File: config.mk
export PLATFORM = sky130hd
export DESIGN_NAME = xorshift128_ranged_random
export DESIGN_NICKNAME = d
export VERILOG_FILES = /design/src/xrr_pkg.sv /design/src/xrr_mul.sv /design/src/xrr_rem.sv /design/src/xorshift128_ranged_random.sv
export SDC_FILE = /design/constraint.sdc
export NUM_CORES = 1
export LEC_CHECK = 0
export CAP_MARGIN = 10
export CORE_ASPECT_RATIO = 0.5
export CORE_MARGIN = 5
export CORE_UTILIZATION = 40
export CTS_CLUSTER_SIZE = 10
export DETAILED_ROUTE_END_ITERATION = 6
export DONT_BUFFER_PORTS = 1
export PLACE_DENSITY = 0.62
export SLEW_MARGIN = 25
export SYNTH_ARGS = -nofsm -noshare
export SYNTH_HDL_FRONTEND = slang
export SYNTH_SLANG_ARGS = --single-unit
File: constraint.sdc
create_clock -name clk_i -period 10.5 [get_ports clk_i]
set_input_delay 0.525 -clock clk_i [delete_from_list [all_inputs] [get_ports clk_i]]
set_output_delay 0.525 -clock clk_i [all_outputs]
set_load 0.01 [all_outputs]
File: src/xrr_pkg.sv
// Types and constants shared by the xorshift128 ranged random generator.
`default_nettype none

package xrr_pkg;

  localparam int unsigned WORD_W      = 32;
  localparam int unsigned VALUE_W     = 33;
  localparam int unsigned CNT_W       = 5;
  localparam int unsigned NUM_WORDS   = 4;
  localparam int unsigned IN_TDATA_W  = 72;
  localparam int unsigned OUT_TDATA_W = 40;
  localparam int unsigned OUT_PAD_W   = OUT_TDATA_W - VALUE_W;

  localparam int unsigned SHIFT_A = 15;
  localparam int unsigned SHIFT_B = 4;
  localparam int unsigned SHIFT_C = 21;

  localparam logic [WORD_W-1:0] SEED_MULT     = 32'd1812433253;
  localparam logic [1:0]        SEED_LAST_IDX = 2'd2;

  typedef enum logic [1:0] {
    ACT_RAW     = 2'd0,
    ACT_BELOW   = 2'd1,
    ACT_BETWEEN = 2'd2
  } xrr_action_e;

  typedef enum logic [2:0] {
    ST_IDLE,
    ST_SEED_GO,
    ST_SEED_WAIT,
    ST_PREP,
    ST_REM,
    ST_DONE
  } xrr_state_e;

  typedef struct packed {
    logic              start;
    logic [WORD_W-1:0] operand_a;
    logic [WORD_W-1:0] operand_b;
  } xrr_unit_req_t;

  typedef struct packed {
    logic done;
  } xrr_unit_sts_t;

endpackage

`default_nettype wire

File: src/xrr_mul.sv
// Bit-serial shift-add multiplier, product modulo 2^32, one multiplier bit per cycle.
`default_nettype none

module xrr_mul
  import xrr_pkg::*;
(
  input  logic              clk_i,
  input  logic              rst_ni,
  input  xrr_unit_req_t     req_i,
  output xrr_unit_sts_t     sts_o,
  output logic [WORD_W-1:0] prod_o
);

  logic [WORD_W-1:0] acc_q, acc_d;
  logic [WORD_W-1:0] mcand_q, mcand_d;
  logic [WORD_W-1:0] mplier_q, mplier_d;
  logic [CNT_W-1:0]  cnt_q, cnt_d;
  logic              busy_q, busy_d;
  logic              done_q, done_d;

  always_comb begin
    acc_d    = acc_q;
    mcand_d  = mcand_q;
    mplier_d = mplier_q;
    cnt_d    = cnt_q;
    busy_d   = busy_q;
    done_d   = 1'b0;
    if (req_i.start) begin
      acc_d    = '0;
      mcand_d  = req_i.operand_a;
      mplier_d = req_i.operand_b;
      cnt_d    = '0;
      busy_d   = 1'b1;
    end else if (busy_q) begin
      if (mplier_q[0]) begin
        acc_d = acc_q + mcand_q;
      end
      mcand_d  = {mcand_q[WORD_W-2:0], 1'b0};
      mplier_d = {1'b0, mplier_q[WORD_W-1:1]};
      cnt_d    = cnt_q + 1'b1;
      if (cnt_q == CNT_W'(WORD_W - 1)) begin
        busy_d = 1'b0;
        done_d = 1'b1;
      end
    end
  end

  always_ff @(posedge clk_i or negedge rst_ni) begin
    if (!rst_ni) begin
      cnt_q  <= '0;
      busy_q <= 1'b0;
      done_q <= 1'b0;
    end else begin
      cnt_q  <= cnt_d;
      busy_q <= busy_d;
      done_q <= done_d;
    end
  end

  always_ff @(posedge clk_i) begin
    acc_q    <= acc_d;
    mcand_q  <= mcand_d;
    mplier_q <= mplier_d;
  end

  assign sts_o.done = done_q;
  assign prod_o     = acc_q;

endmodule

`default_nettype wire

File: src/xrr_rem.sv
// Radix-2 restoring remainder unit, one dividend bit per cycle.
`default_nettype none

module xrr_rem
  import xrr_pkg::*;
(
  input  logic              clk_i,
  input  logic              rst_ni,
  input  xrr_unit_req_t     req_i,
  output xrr_unit_sts_t     sts_o,
  output logic [WORD_W-1:0] rem_o
);

  logic [WORD_W-1:0] rem_q, rem_d;
  logic [WORD_W-1:0] dvd_q, dvd_d;
  logic [WORD_W-1:0] dvs_q, dvs_d;
  logic [CNT_W-1:0]  cnt_q, cnt_d;
  logic              busy_q, busy_d;
  logic              done_q, done_d;
  logic [WORD_W:0]   trial;
  logic [WORD_W:0]   diff;

  assign trial = {rem_q, dvd_q[WORD_W-1]};
  assign diff  = trial - {1'b0, dvs_q};

  always_comb begin
    rem_d  = rem_q;
    dvd_d  = dvd_q;
    dvs_d  = dvs_q;
    cnt_d  = cnt_q;
    busy_d = busy_q;
    done_d = 1'b0;
    if (req_i.start) begin
      rem_d  = '0;
      dvd_d  = req_i.operand_a;
      dvs_d  = req_i.operand_b;
      cnt_d  = '0;
      busy_d = 1'b1;
    end else if (busy_q) begin
      // keep the shifted remainder when the trial subtract goes negative
      rem_d = diff[WORD_W] ? trial[WORD_W-1:0] : diff[WORD_W-1:0];
      dvd_d = {dvd_q[WORD_W-2:0], 1'b0};
      cnt_d = cnt_q + 1'b1;
      if (cnt_q == CNT_W'(WORD_W - 1)) begin
        busy_d = 1'b0;
        done_d = 1'b1;
      end
    end
  end

  always_ff @(posedge clk_i or negedge rst_ni) begin
    if (!rst_ni) begin
      cnt_q  <= '0;
      busy_q <= 1'b0;
      done_q <= 1'b0;
    end else begin
      cnt_q  <= cnt_d;
      busy_q <= busy_d;
      done_q <= done_d;
    end
  end

  always_ff @(posedge clk_i) begin
    rem_q <= rem_d;
    dvd_q <= dvd_d;
    dvs_q <= dvs_d;
  end

  assign sts_o.done = done_q;
  assign rem_o      = rem_q;

endmodule

`default_nettype wire

File: src/xorshift128_ranged_random.sv
// Top level of the xorshift128 ranged random generator.
// An accepted item passes through ST_PREP and, for a bounded draw, the bit-serial remainder
// unit in ST_REM, then ST_DONE; a raw word or a request that does not draw skips ST_REM.
// A new item is accepted only after the previous one has left ST_DONE, so items never overlap.
// Reset loads the generator words with 0, 1, 2, 3. A seed write reloads them through the
// bit-serial multiplier, during which no item is accepted.
`default_nettype none

module xorshift128_ranged_random
  import xrr_pkg::*;
(
  input  logic                   clk_i,
  input  logic                   rst_ni,
  input  logic                   cfg_valid_i,
  output logic                   cfg_ready_o,
  input  logic [WORD_W-1:0]      cfg_data_i,
  input  logic                   s_axis_tvalid,
  output logic                   s_axis_tready,
  // action[1:0], low_bound[33:2], high_bound[65:34], zero pad[71:66]
  input  logic [IN_TDATA_W-1:0]  s_axis_tdata,
  output logic                   m_axis_tvalid,
  input  logic                   m_axis_tready,
  // value[32:0], zero pad[39:33]
  output logic [OUT_TDATA_W-1:0] m_axis_tdata
);

  xrr_state_e        state_q, state_d;
  logic [WORD_W-1:0] words_q [NUM_WORDS];
  logic [WORD_W-1:0] words_d [NUM_WORDS];
  logic [WORD_W-1:0] words_adv [NUM_WORDS];
  logic [1:0]        idx_q, idx_d;
  logic [1:0]        idx_nx;
  xrr_action_e       act_q, act_d;
  logic [WORD_W-1:0] lo_q, lo_d;
  logic [WORD_W-1:0] hi_q, hi_d;
  logic [WORD_W-1:0] base_q, base_d;
  logic [VALUE_W-1:0] res_q, res_d;
  logic              outv_q, outv_d;
  logic [VALUE_W-1:0] out_q, out_d;

  logic [WORD_W-1:0] mix_t;
  logic [WORD_W-1:0] draw_w;
  logic              swap;
  logic [WORD_W-1:0] lo_e;
  logic [WORD_W-1:0] hi_e;
  logic [WORD_W-1:0] span;
  logic              below_ok;
  logic [WORD_W-1:0] sum;

  xrr_unit_req_t     mul_req;
  xrr_unit_sts_t     mul_sts;
  logic [WORD_W-1:0] mul_prod;
  xrr_unit_req_t     rem_req;
  xrr_unit_sts_t     rem_sts;
  logic [WORD_W-1:0] rem_val;

  xrr_mul u_mul (
    .clk_i  (clk_i),
    .rst_ni (rst_ni),
    .req_i  (mul_req),
    .sts_o  (mul_sts),
    .prod_o (mul_prod)
  );

  xrr_rem u_rem (
    .clk_i  (clk_i),
    .rst_ni (rst_ni),
    .req_i  (rem_req),
    .sts_o  (rem_sts),
    .rem_o  (rem_val)
  );

  assign mix_t  = words_q[0] ^ (words_q[0] << SHIFT_A);
  assign draw_w = (words_q[3] ^ (words_q[3] >> SHIFT_C)) ^ (mix_t ^ (mix_t >> SHIFT_B));

  assign words_adv[0] = words_q[1];
  assign words_adv[1] = words_q[2];
  assign words_adv[2] = words_q[3];
  assign words_adv[3] = draw_w;

  assign swap     = $signed(lo_q) > $signed(hi_q);
  assign lo_e     = swap ? hi_q : lo_q;
  assign hi_e     = swap ? lo_q : hi_q;
  assign span     = hi_e - lo_e;
  assign below_ok = !hi_q[WORD_W-1] && (hi_q != '0);
  assign sum      = base_q + rem_val;
  assign idx_nx   = idx_q + 2'd1;

  always_comb begin
    state_d       = state_q;
    words_d       = words_q;
    idx_d         = idx_q;
    act_d         = act_q;
    lo_d          = lo_q;
    hi_d          = hi_q;
    base_d        = base_q;
    res_d         = res_q;
    out_d         = out_q;
    outv_d        = outv_q && !m_axis_tready;
    mul_req       = '0;
    rem_req       = '0;
    cfg_ready_o   = 1'b0;
    s_axis_tready = 1'b0;
    case (state_q)
      ST_IDLE: begin
        cfg_ready_o   = 1'b1;
        s_axis_tready = !cfg_valid_i;
        if (cfg_valid_i) begin
          words_d[0] = cfg_data_i;
          idx_d      = '0;
          state_d    = ST_SEED_GO;
        end else if (s_axis_tvalid) begin
          act_d   = xrr_action_e'(s_axis_tdata[1:0]);
          lo_d    = s_axis_tdata[33:2];
          hi_d    = s_axis_tdata[65:34];
          state_d = ST_PREP;
        end
      end
      ST_SEED_GO: begin
        mul_req.start     = 1'b1;
        mul_req.operand_a = (idx_q == '0) ? words_q[0] : mul_prod;
        mul_req.operand_b = SEED_MULT;
        state_d           = ST_SEED_WAIT;
      end
      ST_SEED_WAIT: begin
        if (mul_sts.done) begin
          words_d[idx_nx] = mul_prod + WORD_W'(idx_nx);
          if (idx_q == SEED_LAST_IDX) begin
            state_d = ST_IDLE;
          end else begin
            idx_d   = idx_nx;
            state_d = ST_SEED_GO;
          end
        end
      end
      ST_PREP: begin
        state_d = ST_DONE;
        res_d   = '0;
        case (act_q)
          ACT_RAW: begin
            words_d = words_adv;
            res_d   = {1'b0, draw_w};
          end
          ACT_BELOW: begin
            if (below_ok) begin
              words_d           = words_adv;
              rem_req.start     = 1'b1;
              rem_req.operand_a = draw_w;
              rem_req.operand_b = hi_q;
              base_d            = '0;
              state_d           = ST_REM;
            end
          end
          ACT_BETWEEN: begin
            if (lo_q == hi_q) begin
              res_d = {lo_q[WORD_W-1], lo_q};
            end else begin
              words_d           = words_adv;
              rem_req.start     = 1'b1;
              rem_req.operand_a = draw_w;
              rem_req.operand_b = span;
              base_d            = lo_e;
              state_d           = ST_REM;
            end
          end
          default: begin
            res_d = '0;
          end
        endcase
      end
      ST_REM: begin
        if (rem_sts.done) begin
          res_d   = {sum[WORD_W-1], sum};
          state_d = ST_DONE;
        end
      end
      ST_DONE: begin
        if (!outv_q || m_axis_tready) begin
          outv_d  = 1'b1;
          out_d   = res_q;
          state_d = ST_IDLE;
        end
      end
      default: begin
        state_d = ST_IDLE;
      end
    endcase
  end

  always_ff @(posedge clk_i or negedge rst_ni) begin
    if (!rst_ni) begin
      state_q <= ST_IDLE;
      idx_q   <= '0;
      outv_q  <= 1'b0;
      for (int i = 0; i < NUM_WORDS; i++) begin
        words_q[i] <= WORD_W'(i);
      end
    end else begin
      state_q <= state_d;
      idx_q   <= idx_d;
      outv_q  <= outv_d;
      words_q <= words_d;
    end
  end

  always_ff @(posedge clk_i) begin
    act_q  <= act_d;
    lo_q   <= lo_d;
    hi_q   <= hi_d;
    base_q <= base_d;
    res_q  <= res_d;
    out_q  <= out_d;
  end

  assign m_axis_tvalid = outv_q;
  assign m_axis_tdata  = {{OUT_PAD_W{1'b0}}, out_q};

endmodule

`default_nettype wire

Word-level counts from Yosys, hierarchy flattened
Index checks and enable logic that the tools add are counted.
{"block": "word_totals", "word_cells": 158, "ff_bits": 504, "input_bits": 109, "output_inout_bits": 43}
{"block": "classes", "bitwise_logic": 6, "magnitude_cmp": 3, "n_addsub": 8, "reduce_logical": 28, "eq_ne": 22, "mux": 66}
{"operator": "$mux W32", "count": 14}
{"operator": "$mux W128", "count": 3}
{"operator": "$pmux W128 S3", "count": 1}
{"operator": "$mux W65", "count": 4}
{"operator": "$pmux W96 S2", "count": 1}
{"operator": "$pmux W33 S2", "count": 2}
{"operator": "$pmux W65 S2", "count": 1}
{"operator": "$bwmux W128", "count": 1}
{"operator": "$pmux W32 S3", "count": 1}
{"operator": "$mux W33", "count": 2}
{"operator": "$add A32 B32 Y32", "count": 2}
{"operator": "$demux W32 S2", "count": 1}
{"operator": "$pmux W32 S2", "count": 1}
{"operator": "$xor A32 B32 Y32", "count": 2}
{"operator": "$sub A33 B32 Y33", "count": 1}
{"operator": "$add A32 B2 Y32", "count": 1}
{"operator": "$eq A32 B32 Y1", "count": 1}
{"operator": "$gt A32 B32 Y1", "count": 1}
{"operator": "$reduce_bool A32 Y1", "count": 1}
{"operator": "$sub A32 B32 Y32", "count": 1}
{"operator": "$xor A32 B11 Y32", "count": 1}
{"operator": "$xor A32 B28 Y32", "count": 1}
{"operator": "$mux W5", "count": 4}
{"operator": "$mux W1", "count": 19}
{"operator": "other kinds (33)", "count": 66}

Longest topological paths before layout
{"block": "logic_depth", "ltp_word": 9, "depth_mapped": 22, "mapped_depth_nobuf": 20}

Cells and area by module
Synthesis repeated with hierarchy kept, for this count alone.
{"block": "hier_totals", "hier_cells": 3353, "area_unflattened_um2": 31840.5}
{"module": "xorshift128_ranged_random", "seq_area_each_um2": 8282.9, "area_per_inst_um2": 19971.7, "cells_each": 2220, "instances": 1}
{"module": "xrr_rem", "seq_area_each_um2": 2737.6, "area_per_inst_um2": 6029.5, "cells_each": 584, "instances": 1}
{"module": "xrr_mul", "seq_area_each_um2": 2737.6, "area_per_inst_um2": 5839.4, "cells_each": 549, "instances": 1}

Least setup slack after synthesis
No wires, ideal clock.
{"block": "synth_path", "path_type": "reg-to-reg", "startpoint": "register hi_q[11]", "endpoint": "register u_rem.dvs_q[28], data pin", "stages_incl_launch_ff": 23, "path_slack_ns": 5.636, "arrival_time_ns": 4.596, "n_path_buf": 3, "period_less_slack_ns": 4.864, "cell_sequence": "edfxtp_1 inv_1 ha_1 buf_2 and3_2 nand4_4 nor4b_1 a21oi_1 o31ai_1 buf_2 nand2_1 clkbuf_1 nor2_1 a21oi_1 ha_1 a211o_1 a221o_1 o211ai_2 nand3_2 a221oi_4 o21ai_2 a222oi_1 o21ai_1"}
{"block": "synth_between", "elab_chain_cells": 5, "elab_cells_between_ends": 10}
{"element": "from (decl)", "line": "xorshift128_ranged_random.sv:35", "rtl": "logic [WORD_W-1:0] hi_q, hi_d;"}
{"element": "from (signal assigned)", "line": "xorshift128_ranged_random.sv:209", "rtl": "hi_q <= hi_d;"}
{"element": "$gt A32 B32 Y1", "line": "xorshift128_ranged_random.sv:81", "rtl": "assign swap = $signed(lo_q) > $signed(hi_q);"}
{"element": "$mux W32, on equally long branches", "line": "xorshift128_ranged_random.sv:83, xorshift128_ranged_random.sv:82"}
{"element": "$sub A32 B32 Y32", "line": "xorshift128_ranged_random.sv:84", "rtl": "assign span = hi_e - lo_e;"}
{"element": "$mux W65", "line": "xorshift128_ranged_random.sv:155", "rtl": "if (lo_q == hi_q) begin"}
{"element": "$pmux W65 S2 *", "line": "xorshift128_ranged_random.sv:139", "rtl": "case (act_q)"}
{"element": "to (signal assigned)", "line": "xrr_rem.sv:66", "rtl": "dvs_q <= dvs_d;"}
{"element": "to (decl)", "line": "xrr_rem.sv:16", "rtl": "logic [WORD_W-1:0] dvs_q, dvs_d;"}
Every way passes the cells marked *; elsewhere a longest branch is shown, timed or not.
A chain may end at the register's enable or synchronous reset.

Final worst setup path
{"block": "layout_path", "startpoint": "register lo_q[28]", "endpoint": "register u_rem.dvs_q[28], data pin"}
{"block": "layout_between", "elab_chain_cells": 5, "elab_cells_between_ends": 7}
{"element": "from (decl)", "line": "xorshift128_ranged_random.sv:34", "rtl": "logic [WORD_W-1:0] lo_q, lo_d;"}
{"element": "from (signal assigned)", "line": "xorshift128_ranged_random.sv:208", "rtl": "lo_q <= lo_d;"}
{"element": "$gt A32 B32 Y1", "line": "xorshift128_ranged_random.sv:81"}
{"element": "$mux W32, on equally long branches", "line": "xorshift128_ranged_random.sv:83, xorshift128_ranged_random.sv:82"}
{"element": "$sub A32 B32 Y32", "line": "xorshift128_ranged_random.sv:84"}
{"element": "$mux W65 *", "line": "xorshift128_ranged_random.sv:155"}
{"element": "$pmux W65 S2 *", "line": "xorshift128_ranged_random.sv:139"}
Marked as above.

==> flow_summary_export.csv <==
group,metric,value,unit
cts,cts_buffers,57,
critical_path,crit_fanout,35,
die,initial_core_util,40.5,%
die,coreArea,73300,sq um
critical_path,cp_cell_sequence,"ha_1, nand4_1, or4_4, nor4b_4, buf_4, inv_2, nand2_2, nand2_1, nor2_1, a21oi_1, ha_1, a211o_1, a221o_1, o211ai_2, nand3_2, a221oi_4, o21ai_2, a222oi_1, o21ai_1",
global_route,grt.overflow.total,0,
worst_hold_path,min_from,"cfg_data_i[26]",
global_route,grt_pass1_wl,139,mm
critical_path,crit_slowest_cell,"nand2_2",
placed_design,numPortBuffers,0,
sta,slew_violations,0,
synthesis,async_flop_share,29.4,%
finish,largest_register_ffs,96,
sta,rsz0062_at_grt,"no",
synthesis,synthMostInstantiatedCell,"nand2_1",
cts,holdBufCountCts,68,
finish,stdcell_count,4192,
cts,cts_buffer_depth,3,
sta,post-route-period-util,59.4,%
synthesis,synthFlopType,"edfxtp_1",
critical_path,reg2reg_from,"lo_q[28]",
critical_path,reg2regPathDepth,19,
critical_path,cp_common_cell,"ha_1",
global_route,grt_start_max_net_pins,149,
cts,postCtsSetupRepairBufs,0,
sta,clock_skew,0.0228,ns
placed_design,dp_hpwl,64.3,mm
worst_hold_path,hold_path_depth,2,
synthesis,synth_commonest_cells,"389 x nand2_1, 342 x nor2_1, 291 x edfxtp_1, 261 x a21oi_1, 190 x o21ai_0",
power_and_ir_drop,totalPowerFinal,11.1,mW
sta,max_slew.worst_pin.slew,0.936,ns
sta,hold_viol,0,
cts,clock_sinks,503,
detailed_routing,drc_errors,0,
cts,cts_root_buf,"clkbuf_16",
detailed_routing,dr_total_vias,24046,
cts,ctsResizeCount,0,
sta,setup_ws,4.26,ns
synthesis,ys_types,84,
detailed_routing,dr.first_iter.drc_count,2295,
cts,cts_tree,"built",
synthesis,avgSynthCellArea,9.34,sq um
placed_design,gp_congestion,0.920,
detailed_routing,post_drt_wl_per_cell,21.8,um
power_and_ir_drop,vdd_ir_drop_max,156,uV
die,die_w,395,um
synthesis,synth-seq-cells,503,
sta,fmax,0.160,GHz
critical_path,crit_path_start_kind,"flip-flop",
synthesis,synth_edf_count,291,
finish,drive_gt1_share,5.20,%
cts,clock_latency,0.64,ns
flow_run,drv_cap,0,
detailed_routing,postRouteAntennaNets,0,
worst_hold_path,holdPathEnd,"words_q[122]",
synthesis,yosys-top-cells-area,"edfxtp_1 29%, dfrtp_1 12%, ha_1 5.9%",
status,outcome,"finished, final reports clean",
sta,setup_violations,0,
power_and_ir_drop,p_leak,13.4,nW
worst_hold_path,hold_path_class,"in -> reg",
die,io_pins,152,
detailed_routing,dr.pass1.iters,6,
synthesis,yosysWarnings,0,
finish,fillerInstances,6887,
die,die_area,80100,sq um
synthesis,seq_area_frac_synth,46.2,%
sta,slew_headroom,37.6,%
critical_path,required,10.85,ns
global_route,antenna_found_initial,7,
placed_design,dpl_worst_slack,4.40,ns
finish,final_util,45.0,%
global_route,grtUsageTotal,22.0,%
finish,multi_input_area,14900,sq um
critical_path,cpPeakStageDelay,0.73,ns
synthesis,synthCells,3180,
sta,min_period,6.24,ns
finish,register_area,13700,sq um
synthesis,mappedNetlistArea,29700,sq um
critical_path,reg2reg_to,"u_rem.dvs_q[28]",
sta,tns,0,ns
critical_path,cp-end-kind,"flip-flop",
global_route,grt_pass1_vias,22829,
critical_path,rrSetupSlack,4.26,ns
critical_path,cp.arrival,6.58,ns
detailed_routing,routed_wl,91.4,mm
die,fp.dieH,203,um
finish,finalNetCount,3422,
die,row_count,70,
placed_design,dp_cells,4013,
cts,cts_max_level,2,
critical_path,critPathKind,"reg -> reg",
synthesis,netlist.area_leader.share,29.4,%
finish,area_growth,11.0,%
synthesis,yosysTopAreaCell,"edfxtp_1",
power_and_ir_drop,power_density,337,nW/um^2
detailed_routing,vias_per_cell,5.74,
cts,path_clk_slew,0.06,ns
## worst max path at each step
stage                         from         endpoint  slack, ns  depth (start not counted)
after floorplan           hi_q[11]  u_rem.dvs_q[28]       5.64                         22
after global placement    lo_q[28]  u_rem.dvs_q[28]       4.37                         19
after detailed placement  hi_q[27]  u_rem.dvs_q[28]       4.40                         20
after CTS                 hi_q[27]  u_rem.dvs_q[28]       4.38                         20
after global routing      hi_q[27]  u_rem.dvs_q[28]       4.00                         20
final                     lo_q[28]  u_rem.dvs_q[28]       4.26                         19
## power by group
group / internal [mW] / total, mW / switching, mW
clock network: 1.03 / 1.85 / 0.823
registers: 2.92 / 3.58 / 0.663
logic: 2.19 / 5.66 / 3.47
total: 6.13 / 11.1 / 4.96
## cell type report
type                       count  area share (%)
antenna                        7          0.0532
clock buffer                 100            4.85
clock inverter                 4           0.163
inverter                     120            1.37
multi-input combinational   2380            45.2
sequential                   503            41.7
tap                          972            3.69
timing repair buffer         106            3.00
## stage by stage
step / hold slack [ns] / area (sq um)
global route: 0.0689 / 33000
CTS: 0.0345 / 32900
floorplan: 0.229 / 29700
finish: 0.0637 / 33000
global placement: 0.250 / 30600
detailed placement: 0.249 / 30600
## worst max-delay path: cells and delay by family, from the launching register on
kind	cells	cell delay [ns]
and+or+nand+nor	7	2.25
DFF	1	0.52
AOI/OAI and AO/OA	8	1.93
adders and majority gates	2	0.78
buffers and inverters	2	0.46
## logic make-up after synthesis
family | after synthesis | synth area share (%)
multiplexers | 70 | 2.37
XOR/XNOR | 220 | 6.49
adder cells (fa/ha/maj) | 145 | 6.21
buffers and inverters | 303 | 4.01
other | 1 | 0.0126
flip-flops | 503 | 46.2
AO/OA/AOI/OAI | 889 | 18.8
AND/OR/NAND/NOR | 1049 | 15.9
## per-layer routing
| layer | GRT usage [%] | wire, um | vias up |
|---|---|---|---|
| met3 | 3.82 | 6230 | 164 |
| met5 | 0 | 0 | - |
| met4 | 8.78 | 3750 | 0 |
| met1 | 29.7 | 39400 | 11686 |
| met2 | 35.4 | 42000 | 886 |
| li1 | - | - | 11310 |
## placed cells by master, fill, tap and decap left out, types with 18 or more instances in the layout
cell type,synthesis,routed
a221oi_1,23,23
a21boi_0,41,41
nor3_1,18,18
a211oi_1,29,29
a22oi_1,57,57
mux2i_1,67,67
nor2_1,342,337
a22o_1,39,39
a21oi_1,261,260
inv_1,118,116
or2_2,20,20
nand2b_1,51,50
xor2_1,66,66
buf_4,10,37
a21o_1,50,50
clkbuf_16,0,57
nor2b_1,55,54
o21ai_0,190,189
ha_1,141,139
o21ai_1,20,20
nand3_1,59,59
and3_1,33,32
dfxtp_1,64,64
edfxtp_1,291,291
dlygate4sd3_1,0,67
clkbuf_1,142,42
dfrtp_1,144,143
nand2_1,389,386
xnor2_1,154,153
o22ai_1,57,57
(Power assumes the default switching activity.)
